<file path="src/design/pfrc_pkg.sv">
// Shared types, constants and the control program of the PCM format and rate converter.
`timescale 1ns / 1ps

package pfrc_pkg;

  localparam int SAMPLE_W       = 16;
  localparam int RATE_W         = 18;
  localparam int PHASE_W        = 20;
  localparam int CFG_IDX_W      = 3;
  localparam int STEP_W         = 3;
  localparam int MAX_REPEAT_DEF = 16;

  // Configuration register indexes.
  localparam logic [CFG_IDX_W-1:0] REG_IN_SIXTEEN_BIT  = 3'd0;
  localparam logic [CFG_IDX_W-1:0] REG_IN_STEREO       = 3'd1;
  localparam logic [CFG_IDX_W-1:0] REG_OUT_SIXTEEN_BIT = 3'd2;
  localparam logic [CFG_IDX_W-1:0] REG_OUT_STEREO      = 3'd3;
  localparam logic [CFG_IDX_W-1:0] REG_IN_RATE         = 3'd4;
  localparam logic [CFG_IDX_W-1:0] REG_OUT_RATE        = 3'd5;

  localparam logic [RATE_W-1:0] RATE_RST = 18'd8000;

  typedef logic [STEP_W-1:0] step_t;

  localparam step_t STEP_WAIT     = 3'd0;
  localparam step_t STEP_RECODE   = 3'd1;
  localparam step_t STEP_ADD_RATE = 3'd2;
  localparam step_t STEP_TEST     = 3'd3;
  localparam step_t STEP_EMIT     = 3'd4;

  typedef enum logic [2:0] {
    OP_IDLE,
    OP_RECODE,
    OP_ADD_RATE,
    OP_TEST,
    OP_EMIT
  } op_t;

  typedef enum logic [1:0] {
    J_GOTO,    // always go to target
    J_INPUT,   // go to target once an item is taken, else hold
    J_NO_POS,  // go to target if the phase is not positive, else fall through
    J_LAST     // go to target after the final result, else hold
  } jmp_t;

  typedef struct packed {
    op_t   op;
    jmp_t  jmp;
    step_t target;
  } ctrl_t;

  typedef struct packed {
    logic in_fire;
    logic phase_pos;
    logic emit_done;
    logic emit_last;
  } stat_t;

  typedef struct packed {
    logic              in_sixteen_bit;
    logic              in_stereo;
    logic              out_sixteen_bit;
    logic              out_stereo;
    logic [RATE_W-1:0] in_rate;
    logic [RATE_W-1:0] out_rate;
  } cfg_t;

  function automatic ctrl_t ucode(input step_t s);
    ctrl_t w;
    case (s)
      STEP_WAIT:     w = '{op: OP_IDLE,     jmp: J_INPUT,  target: STEP_RECODE};
      STEP_RECODE:   w = '{op: OP_RECODE,   jmp: J_GOTO,   target: STEP_ADD_RATE};
      STEP_ADD_RATE: w = '{op: OP_ADD_RATE, jmp: J_GOTO,   target: STEP_TEST};
      STEP_TEST:     w = '{op: OP_TEST,     jmp: J_NO_POS, target: STEP_WAIT};
      STEP_EMIT:     w = '{op: OP_EMIT,     jmp: J_LAST,   target: STEP_WAIT};
      default:       w = '{op: OP_IDLE,     jmp: J_GOTO,   target: STEP_WAIT};
    endcase
    return w;
  endfunction

endpackage

</file>
<file path="src/design/pfrc_seq.sv">
// Step counter and control store of the converter's microcoded sequencer.
`timescale 1ns / 1ps

module pfrc_seq (
  input  logic            clk,
  input  logic            rst_n,
  input  pfrc_pkg::stat_t stat,
  output pfrc_pkg::ctrl_t ctrl
);

  pfrc_pkg::step_t step_r;
  pfrc_pkg::step_t step_nxt;

  always_ff @(posedge clk) begin
    if (!rst_n) begin
      step_r <= pfrc_pkg::STEP_WAIT;
    end else begin
      step_r <= step_nxt;
    end
  end

  always_comb begin
    ctrl     = pfrc_pkg::ucode(step_r);
    step_nxt = step_r;
    case (ctrl.jmp)
      pfrc_pkg::J_GOTO: begin
        step_nxt = ctrl.target;
      end
      pfrc_pkg::J_INPUT: begin
        if (stat.in_fire) step_nxt = ctrl.target;
      end
      pfrc_pkg::J_NO_POS: begin
        step_nxt = stat.phase_pos ? pfrc_pkg::step_t'(step_r + 1'b1) : ctrl.target;
      end
      pfrc_pkg::J_LAST: begin
        if (stat.emit_done && stat.emit_last) step_nxt = ctrl.target;
      end
      default: begin
        step_nxt = pfrc_pkg::STEP_WAIT;
      end
    endcase
  end

endmodule

</file>
<file path="src/design/pfrc_datapath.sv">
// Frame recoding, phase accumulator, repeat counter and output register.
`timescale 1ns / 1ps

module pfrc_datapath #(
  parameter int MAX_REPEAT = pfrc_pkg::MAX_REPEAT_DEF
) (
  input  logic                              clk,
  input  logic                              rst_n,
  input  pfrc_pkg::cfg_t                    cfg,
  input  pfrc_pkg::ctrl_t                   ctrl,
  output pfrc_pkg::stat_t                   stat,
  input  logic                              in_tvalid,
  output logic                              in_tready,
  input  logic [2*pfrc_pkg::SAMPLE_W-1:0]   in_tdata,
  output logic                              out_tvalid,
  input  logic                              out_tready,
  output logic [2*pfrc_pkg::SAMPLE_W-1:0]   out_tdata,
  output logic                              out_tlast
);

  localparam int SW = pfrc_pkg::SAMPLE_W;
  localparam int PW = pfrc_pkg::PHASE_W;
  localparam int CW = $clog2(MAX_REPEAT + 1);

  logic [SW-1:0]        in_left_r, in_right_r;
  logic [SW-1:0]        ol_r, or_r;
  logic [SW-1:0]        ol_nxt, or_nxt;
  logic signed [PW-1:0] phase_r;
  logic [CW-1:0]        cnt_r;
  logic                 out_valid_r;
  logic [SW-1:0]        out_left_r, out_right_r;
  logic                 out_last_r;

  logic [SW-1:0]        l_w, r_w;
  logic [SW:0]          sum_w, sum_half_w, sum_q_w;
  logic [SW-1:0]        l_q_w, r_q_w;
  logic signed [PW-1:0] phase_add_w, phase_sub_w;
  logic                 sub_pos_w, more_w, emit_w, in_fire_w;
  logic [CW-1:0]        cnt_inc_w;

  assign in_tready = (ctrl.op == pfrc_pkg::OP_IDLE);
  assign in_fire_w = in_tvalid && in_tready;

  // An 8-bit sample sits in the low byte; moving it to the high byte scales it by 256.
  assign l_w   = cfg.in_sixteen_bit ? in_left_r : {in_left_r[7:0], 8'h00};
  assign r_w   = !cfg.in_stereo ? l_w :
                 (cfg.in_sixteen_bit ? in_right_r : {in_right_r[7:0], 8'h00});
  assign sum_w = {l_w[SW-1], l_w} + {r_w[SW-1], r_w};

  // Negative values get a bias of divisor minus one so the shift truncates toward zero.
  assign sum_half_w = sum_w + {{SW{1'b0}}, sum_w[SW]};
  assign sum_q_w    = sum_w + (sum_w[SW] ? (SW+1)'(511) : '0);
  assign l_q_w      = l_w + (l_w[SW-1] ? SW'(255) : '0);
  assign r_q_w      = r_w + (r_w[SW-1] ? SW'(255) : '0);

  always_comb begin
    case ({cfg.out_sixteen_bit, cfg.out_stereo})
      2'b11: begin
        ol_nxt = l_w;
        or_nxt = r_w;
      end
      2'b10: begin
        ol_nxt = sum_half_w[SW:1];
        or_nxt = '0;
      end
      2'b01: begin
        ol_nxt = {{8{l_q_w[SW-1]}}, l_q_w[SW-1:8]};
        or_nxt = {{8{r_q_w[SW-1]}}, r_q_w[SW-1:8]};
      end
      default: begin
        ol_nxt = {{8{sum_q_w[SW]}}, sum_q_w[SW:9]};
        or_nxt = '0;
      end
    endcase
  end

  assign phase_add_w = phase_r + $signed({{(PW-pfrc_pkg::RATE_W){1'b0}}, cfg.out_rate});
  assign phase_sub_w = phase_r - $signed({{(PW-pfrc_pkg::RATE_W){1'b0}}, cfg.in_rate});
  assign sub_pos_w   = !phase_sub_w[PW-1] && (phase_sub_w != '0);
  assign cnt_inc_w   = cnt_r + 1'b1;
  assign more_w      = sub_pos_w && (cnt_inc_w < CW'(MAX_REPEAT));
  assign emit_w      = (ctrl.op == pfrc_pkg::OP_EMIT) && (!out_valid_r || out_tready);

  assign stat.in_fire   = in_fire_w;
  assign stat.phase_pos = !phase_r[PW-1] && (phase_r != '0);
  assign stat.emit_done = emit_w;
  assign stat.emit_last = !more_w;

  always_ff @(posedge clk) begin
    if (in_fire_w) begin
      in_left_r  <= in_tdata[SW-1:0];
      in_right_r <= in_tdata[2*SW-1:SW];
    end
    if (ctrl.op == pfrc_pkg::OP_RECODE) begin
      ol_r <= ol_nxt;
      or_r <= or_nxt;
    end
    if (emit_w) begin
      out_left_r  <= ol_r;
      out_right_r <= or_r;
      out_last_r  <= !more_w;
    end
  end

  always_ff @(posedge clk) begin
    if (!rst_n) begin
      phase_r     <= '0;
      cnt_r       <= '0;
      out_valid_r <= 1'b0;
    end else begin
      if (ctrl.op == pfrc_pkg::OP_ADD_RATE) begin
        phase_r <= phase_add_w;
        cnt_r   <= '0;
      end else if (emit_w) begin
        // Past the repeat limit the leftover positive phase is dropped.
        phase_r <= (!more_w && sub_pos_w) ? '0 : phase_sub_w;
        cnt_r   <= more_w ? cnt_inc_w : '0;
      end
      if (emit_w) begin
        out_valid_r <= 1'b1;
      end else if (out_tready) begin
        out_valid_r <= 1'b0;
      end
    end
  end

  assign out_tvalid = out_valid_r;
  assign out_tdata  = {out_right_r, out_left_r};
  assign out_tlast  = out_last_r;

`ifndef SYNTHESIS
  a_phase_settled: assert property (@(posedge clk) disable iff (!rst_n)
    (emit_w && !more_w) |=> (phase_r[PW-1] || phase_r == '0))
    else $error("phase left positive after the final result of an item");

  a_cnt_bound: assert property (@(posedge clk) disable iff (!rst_n)
    cnt_r < CW'(MAX_REPEAT))
    else $error("repeat counter reached the repeat limit");

  a_cnt_cleared: assert property (@(posedge clk) disable iff (!rst_n)
    (emit_w && !more_w) |=> (cnt_r == '0))
    else $error("repeat counter not cleared after the final result");
`endif

endmodule

</file>
<file path="src/design/pcm_format_rate_converter.sv">
// Top level of the PCM format and nearest-neighbor rate converter.
//
//  Channel  Dir  Handshake             Payload
//  in_      in   in_tvalid/in_tready   in_tdata  {in_right, in_left}
//  out_     out  out_tvalid/out_tready out_tdata {out_right, out_left}, out_tlast
//  cfg_     in   cfg_valid/cfg_ready   cfg_index, cfg_data
//
// An item causes n results (0 to MAX_REPEAT) and passes through the step program:
// wait, recode, add rate, test, then one emit step per result.
// Reset (synchronous, rst_n low) clears the phase to zero and loads the register defaults.
// An emit step holds while the output register is full and not being taken.
// Configuration writes are always taken; cfg_ready is held high.
`timescale 1ns / 1ps

module pcm_format_rate_converter #(
  parameter int MAX_REPEAT = pfrc_pkg::MAX_REPEAT_DEF
) (
  input  logic                              clk,
  input  logic                              rst_n,
  input  logic                              in_tvalid,
  output logic                              in_tready,
  // [15:0] in_left, [31:16] in_right
  input  logic [2*pfrc_pkg::SAMPLE_W-1:0]   in_tdata,
  output logic                              out_tvalid,
  input  logic                              out_tready,
  // [15:0] out_left, [31:16] out_right
  output logic [2*pfrc_pkg::SAMPLE_W-1:0]   out_tdata,
  output logic                              out_tlast,
  input  logic                              cfg_valid,
  output logic                              cfg_ready,
  input  logic [pfrc_pkg::CFG_IDX_W-1:0]    cfg_index,
  input  logic [pfrc_pkg::RATE_W-1:0]       cfg_data
);

  pfrc_pkg::cfg_t  cfg_r;
  pfrc_pkg::ctrl_t ctrl;
  pfrc_pkg::stat_t stat;

  assign cfg_ready = 1'b1;

  always_ff @(posedge clk) begin
    if (!rst_n) begin
      cfg_r.in_sixteen_bit  <= 1'b1;
      cfg_r.in_stereo       <= 1'b0;
      cfg_r.out_sixteen_bit <= 1'b1;
      cfg_r.out_stereo      <= 1'b0;
      cfg_r.in_rate         <= pfrc_pkg::RATE_RST;
      cfg_r.out_rate        <= pfrc_pkg::RATE_RST;
    end else if (cfg_valid && cfg_ready) begin
      case (cfg_index)
        pfrc_pkg::REG_IN_SIXTEEN_BIT:  cfg_r.in_sixteen_bit  <= cfg_data[0];
        pfrc_pkg::REG_IN_STEREO:       cfg_r.in_stereo       <= cfg_data[0];
        pfrc_pkg::REG_OUT_SIXTEEN_BIT: cfg_r.out_sixteen_bit <= cfg_data[0];
        pfrc_pkg::REG_OUT_STEREO:      cfg_r.out_stereo      <= cfg_data[0];
        pfrc_pkg::REG_IN_RATE:         cfg_r.in_rate         <= cfg_data;
        pfrc_pkg::REG_OUT_RATE:        cfg_r.out_rate        <= cfg_data;
        default: ;
      endcase
    end
  end

  pfrc_seq u_seq (
    .clk   (clk),
    .rst_n (rst_n),
    .stat  (stat),
    .ctrl  (ctrl)
  );

  pfrc_datapath #(
    .MAX_REPEAT (MAX_REPEAT)
  ) u_datapath (
    .clk        (clk),
    .rst_n      (rst_n),
    .cfg        (cfg_r),
    .ctrl       (ctrl),
    .stat       (stat),
    .in_tvalid  (in_tvalid),
    .in_tready  (in_tready),
    .in_tdata   (in_tdata),
    .out_tvalid (out_tvalid),
    .out_tready (out_tready),
    .out_tdata  (out_tdata),
    .out_tlast  (out_tlast)
  );

endmodule

</file>
<file path="config.mk">
export PLATFORM = sky130hd
export DESIGN_NAME = pcm_format_rate_converter
export DESIGN_NICKNAME = d
export VERILOG_FILES = /design/src/design/pfrc_pkg.sv /design/src/design/pfrc_seq.sv /design/src/design/pfrc_datapath.sv /design/src/design/pcm_format_rate_converter.sv
export SDC_FILE = /design/constraint.sdc
export NUM_CORES = 1
export LEC_CHECK = 0
export BUFFER_PORTS_ARGS = -buffer_cell sky130_fd_sc_hd__buf_2
export CORE_MARGIN = 1
export CORE_UTILIZATION = 40
export DETAILED_ROUTE_END_ITERATION = 8
export MAX_ROUTING_LAYER = met4
export SLEW_MARGIN = 20
export SYNTH_ARGS = -nofsm -noshare
export SYNTH_HDL_FRONTEND = slang
export SYNTH_SLANG_ARGS = --single-unit
</file>
<file path="constraint.sdc">
create_clock -name clk -period 8.4 [get_ports clk]
set_input_delay 0.84 -clock clk [delete_from_list [all_inputs] [get_ports clk]]
set_output_delay 0.84 -clock clk [all_outputs]
set_load 0.03 [all_outputs]
</file>
==> results.ini <==
[synthesis]
synth_edf_count=97
syn_avg_cell_area_sq_um=9.00
synth-async-reset-ratio_pct=0
synth_cells=1226
ys.warnings.count=0
synth-main-ff-cell=edfxtp_1
synth_nets=1362
synth-seq-cells=166
syn_area_sq_um=11000
ys_types=77
yosysSeqAreaShare_pct=38.9

[pwr]
vdd_drop_max_v=0.000155
p_leak_nw=4.92
power.density_nw_per_um2=340
power_mw=4.21

[sta]
slew_headroom_pct=24.0
setup-tns-final_ns=0
max_slew.worst_pin.slew_ns=1.13
slew_violations=0
fmax_mhz=162
finalCritPeriodShare_pct=73.7
finClkSkew_ns=0.0150
rsz0062_at_grt=false
setup_violations=0
layout_min_cycle_time_ns=6.19
hold_viol_final=0

[grt]
antenna_found_initial=0
grt_pass1_vias=9206
grt_max_degree=44
overflow=0
track_usage_pct=23.0
grt_pass1_wl_um=49400

[worst_setup_path]
worstSetupStartpointType=flip-flop
cp-end-kind=flip-flop
critPathKind=flip-flop to flip-flop
cp_data_required_time_ns=8.53
critPathMaxFanout=33
critPathLaunch=cfg_r[39]$_SDFFE_PN1P_
r2r-start=cfg_r[39]$_SDFFE_PN1P_
cp.arrival_ns=6.32

[routing]
wl_per_cell_um=19.3
routed_via_density=5.86
via_count=9638
antenna_left=0
drtPass1Iterations=6
wl_um=31700
drc=0
drt_first_iter_violations=791

[outcome]
status=complete, no violations

[final_layout]
layout.nets=1427
area_growth_pct=12.2
fin_util_pct=45.8
drive_above_1_share_pct=12.4
diodes=0
final_cell_count_no_fill=1645

[floorplan]
core_sq_um=27000
start_util_pct=40.8
die_area_sq_um=28300
core.rowCount=60
chipHeight_um=168
io_pins=94
dieWidth_um=168

[cts]
cts_resized=0
cts.root.buffer_cell=clkbuf_16
cts_num_sinks=166
cts_tree=done
cts.path.max_buffers=2
cts-buffers-inserted=17
ctsHoldBuffers=0
clock_latency_ns=0.45
cts_setup_buffers=0
clkTransAtPathRegs_ns=0.07
h-tree-depth=4

[placement]
placed_cells=1613
globalplace.congestion=0.907
port_buffers=92
hpwl_um=23600

[min_path]
min_from=u_datapath.or_r[12]$_DFFE_PN_
min_path_type=flip-flop to flip-flop

[run]
maxCapViolations=0

==> report_power, final <==
part | total (mW) | switching (mW) | internal (mW)
sequential | 1.18 | 0.103 | 1.08
clock | 0.816 | 0.388 | 0.428
combinational | 2.21 | 1.34 | 0.870
total | 4.21 | 1.83 | 2.38
==> kinds of logic (layout without fill, tap and decap cells) <==
group / after synthesis / count (layout) / share of synthesized area [%]
flops: 166 / 166 / 38.9
xor+xnor: 61 / 61 / 4.84
compound gates: 367 / 367 / 21.7
fa+ha+maj: 78 / 78 / 8.98
other cells: 1 / 1 / 0.0340
simple gates: 408 / 408 / 18.1
buf+inv: 112 / 190 / 4.12
mux: 33 / 33 / 3.28
==> placed cells by master (no fill, tap or decap), drive strengths merged, types with 16 or more instances in the layout <==
master / n
nor4: 16
inv: 63
nor2: 90
buf: 102
clkbuf: 17
mux2i: 26
nor2b: 17
edfxtp: 97
nand4: 16
o21ai: 61
a211oi: 19
nand3: 37
o211ai: 35
ha: 76
or3: 16
xnor2: 40
and2: 16
dfxtp: 69
nand2: 123
nor3: 24
xor2: 21
a21o: 19
a21oi: 124
==> flip-flops by register name, summed over array words and instances, names as in the netlist <==
register and cells:
cfg_r 40, u_datapath.phase_r 20, u_datapath.in_left_r 16, u_datapath.in_right_r 16, u_datapath.ol_r 16, u_datapath.or_r 16, u_datapath.out_left_r 16, u_datapath.out_right_r 16
u_datapath.cnt_r 5, u_seq.step_r 3, u_datapath.out_tlast 1, u_datapath.out_tvalid 1
==> final timing paths <==
check                           slack (ns)  depth (start not counted)                              endpoint
worst min register to register        0.42                          0  u_datapath.out_right_r[12]$_DFFE_PP_
worst max register to register        2.21                         19          u_datapath.ol_r[7]$_DFFE_PN_
worst max-delay path                  2.21                         19          u_datapath.ol_r[7]$_DFFE_PN_
worst min-delay path                  0.42                          0  u_datapath.out_right_r[12]$_DFFE_PP_
==> worst max-delay path, cell delays in order, from the launching register on <==
cell       delay [ns]
dfxtp_1          0.39
buf_4            0.38
mux2i_1          0.41
inv_1            0.12
o21ai_0          0.22
inv_1            0.14
ha_1             0.39
nand2_1          0.10
nand2_1          0.05
a2111oi_0        0.58
o211ai_1         0.30
nand2_1          0.33
ha_1             0.31
a21o_1           0.19
a21oi_1          0.19
o211ai_1         0.12
a32oi_1          0.57
a21oi_1          0.16
mux2i_1          0.62
o311ai_0         0.28
==> through the flow <==
stage          setup slack (ns)  hold slack, ns  area (sq um)
6_report                   2.21           0.420         12400
5_1_grt                    1.59           0.436         12400
4_1_cts                    2.25           0.422         12400
3_5_place_dp               2.28           0.405         11800
3_3_place_gp               2.51           0.402         11800
2_1_floorplan              2.96           0.400         11000
==> area by class of cell <==
type	count	area [sq um]
Clock buffer	17	425
Clock inverter	15	176
Fill cell	2651	14600
Inverter	56	210
Multi-Input combinational cell	948	6310
Sequential cell	166	4290
Tap cell	341	427
Timing Repair Buffer	102	536
==> routing by layer <==
metal	track usage, %	wire length [um]	vias to the layer above
met5	-	0	-
met4	8.10	876	0
met3	2.49	1330	51
met2	40.1	16100	259
met1	27.6	13400	4623
li1	-	-	4705
==> synthesized netlist by cell type, types with 6 or more instances <==
| cell | number | share of area [%] |
|---|---|---|
| o31a_1 | 6 | 0.48 |
| dfxtp_1 | 69 | 13 |
| o21a_1 | 13 | 0.88 |
| o31ai_1 | 11 | 0.75 |
| nand2b_1 | 11 | 0.62 |
| xor2_1 | 21 | 1.7 |
| ha_1 | 76 | 8.6 |
| or2_2 | 9 | 0.51 |
| clkbuf_1 | 43 | 1.5 |
| o21ai_0 | 58 | 2.6 |
| nor2b_1 | 17 | 0.96 |
| nand4_1 | 16 | 0.91 |
| a31oi_1 | 9 | 0.51 |
| a211oi_1 | 19 | 1.3 |
| nor3_1 | 24 | 1.1 |
| mux2i_1 | 26 | 2.4 |
| a21oi_1 | 124 | 5.6 |
| edfxtp_1 | 97 | 26 |
| and2_1 | 16 | 0.91 |
| nand3_1 | 37 | 1.7 |
| nand2_1 | 123 | 4.2 |
| nor4_1 | 16 | 0.91 |
| nor2_1 | 90 | 3.1 |
| inv_1 | 54 | 1.8 |
| xnor2_1 | 40 | 3.2 |
| or3_1 | 16 | 0.91 |
| o211ai_1 | 35 | 2.4 |
| buf_2 | 6 | 0.27 |
| and3_1 | 14 | 0.79 |
| a21o_1 | 19 | 1.3 |
Power figures use the tool's default switching activity.
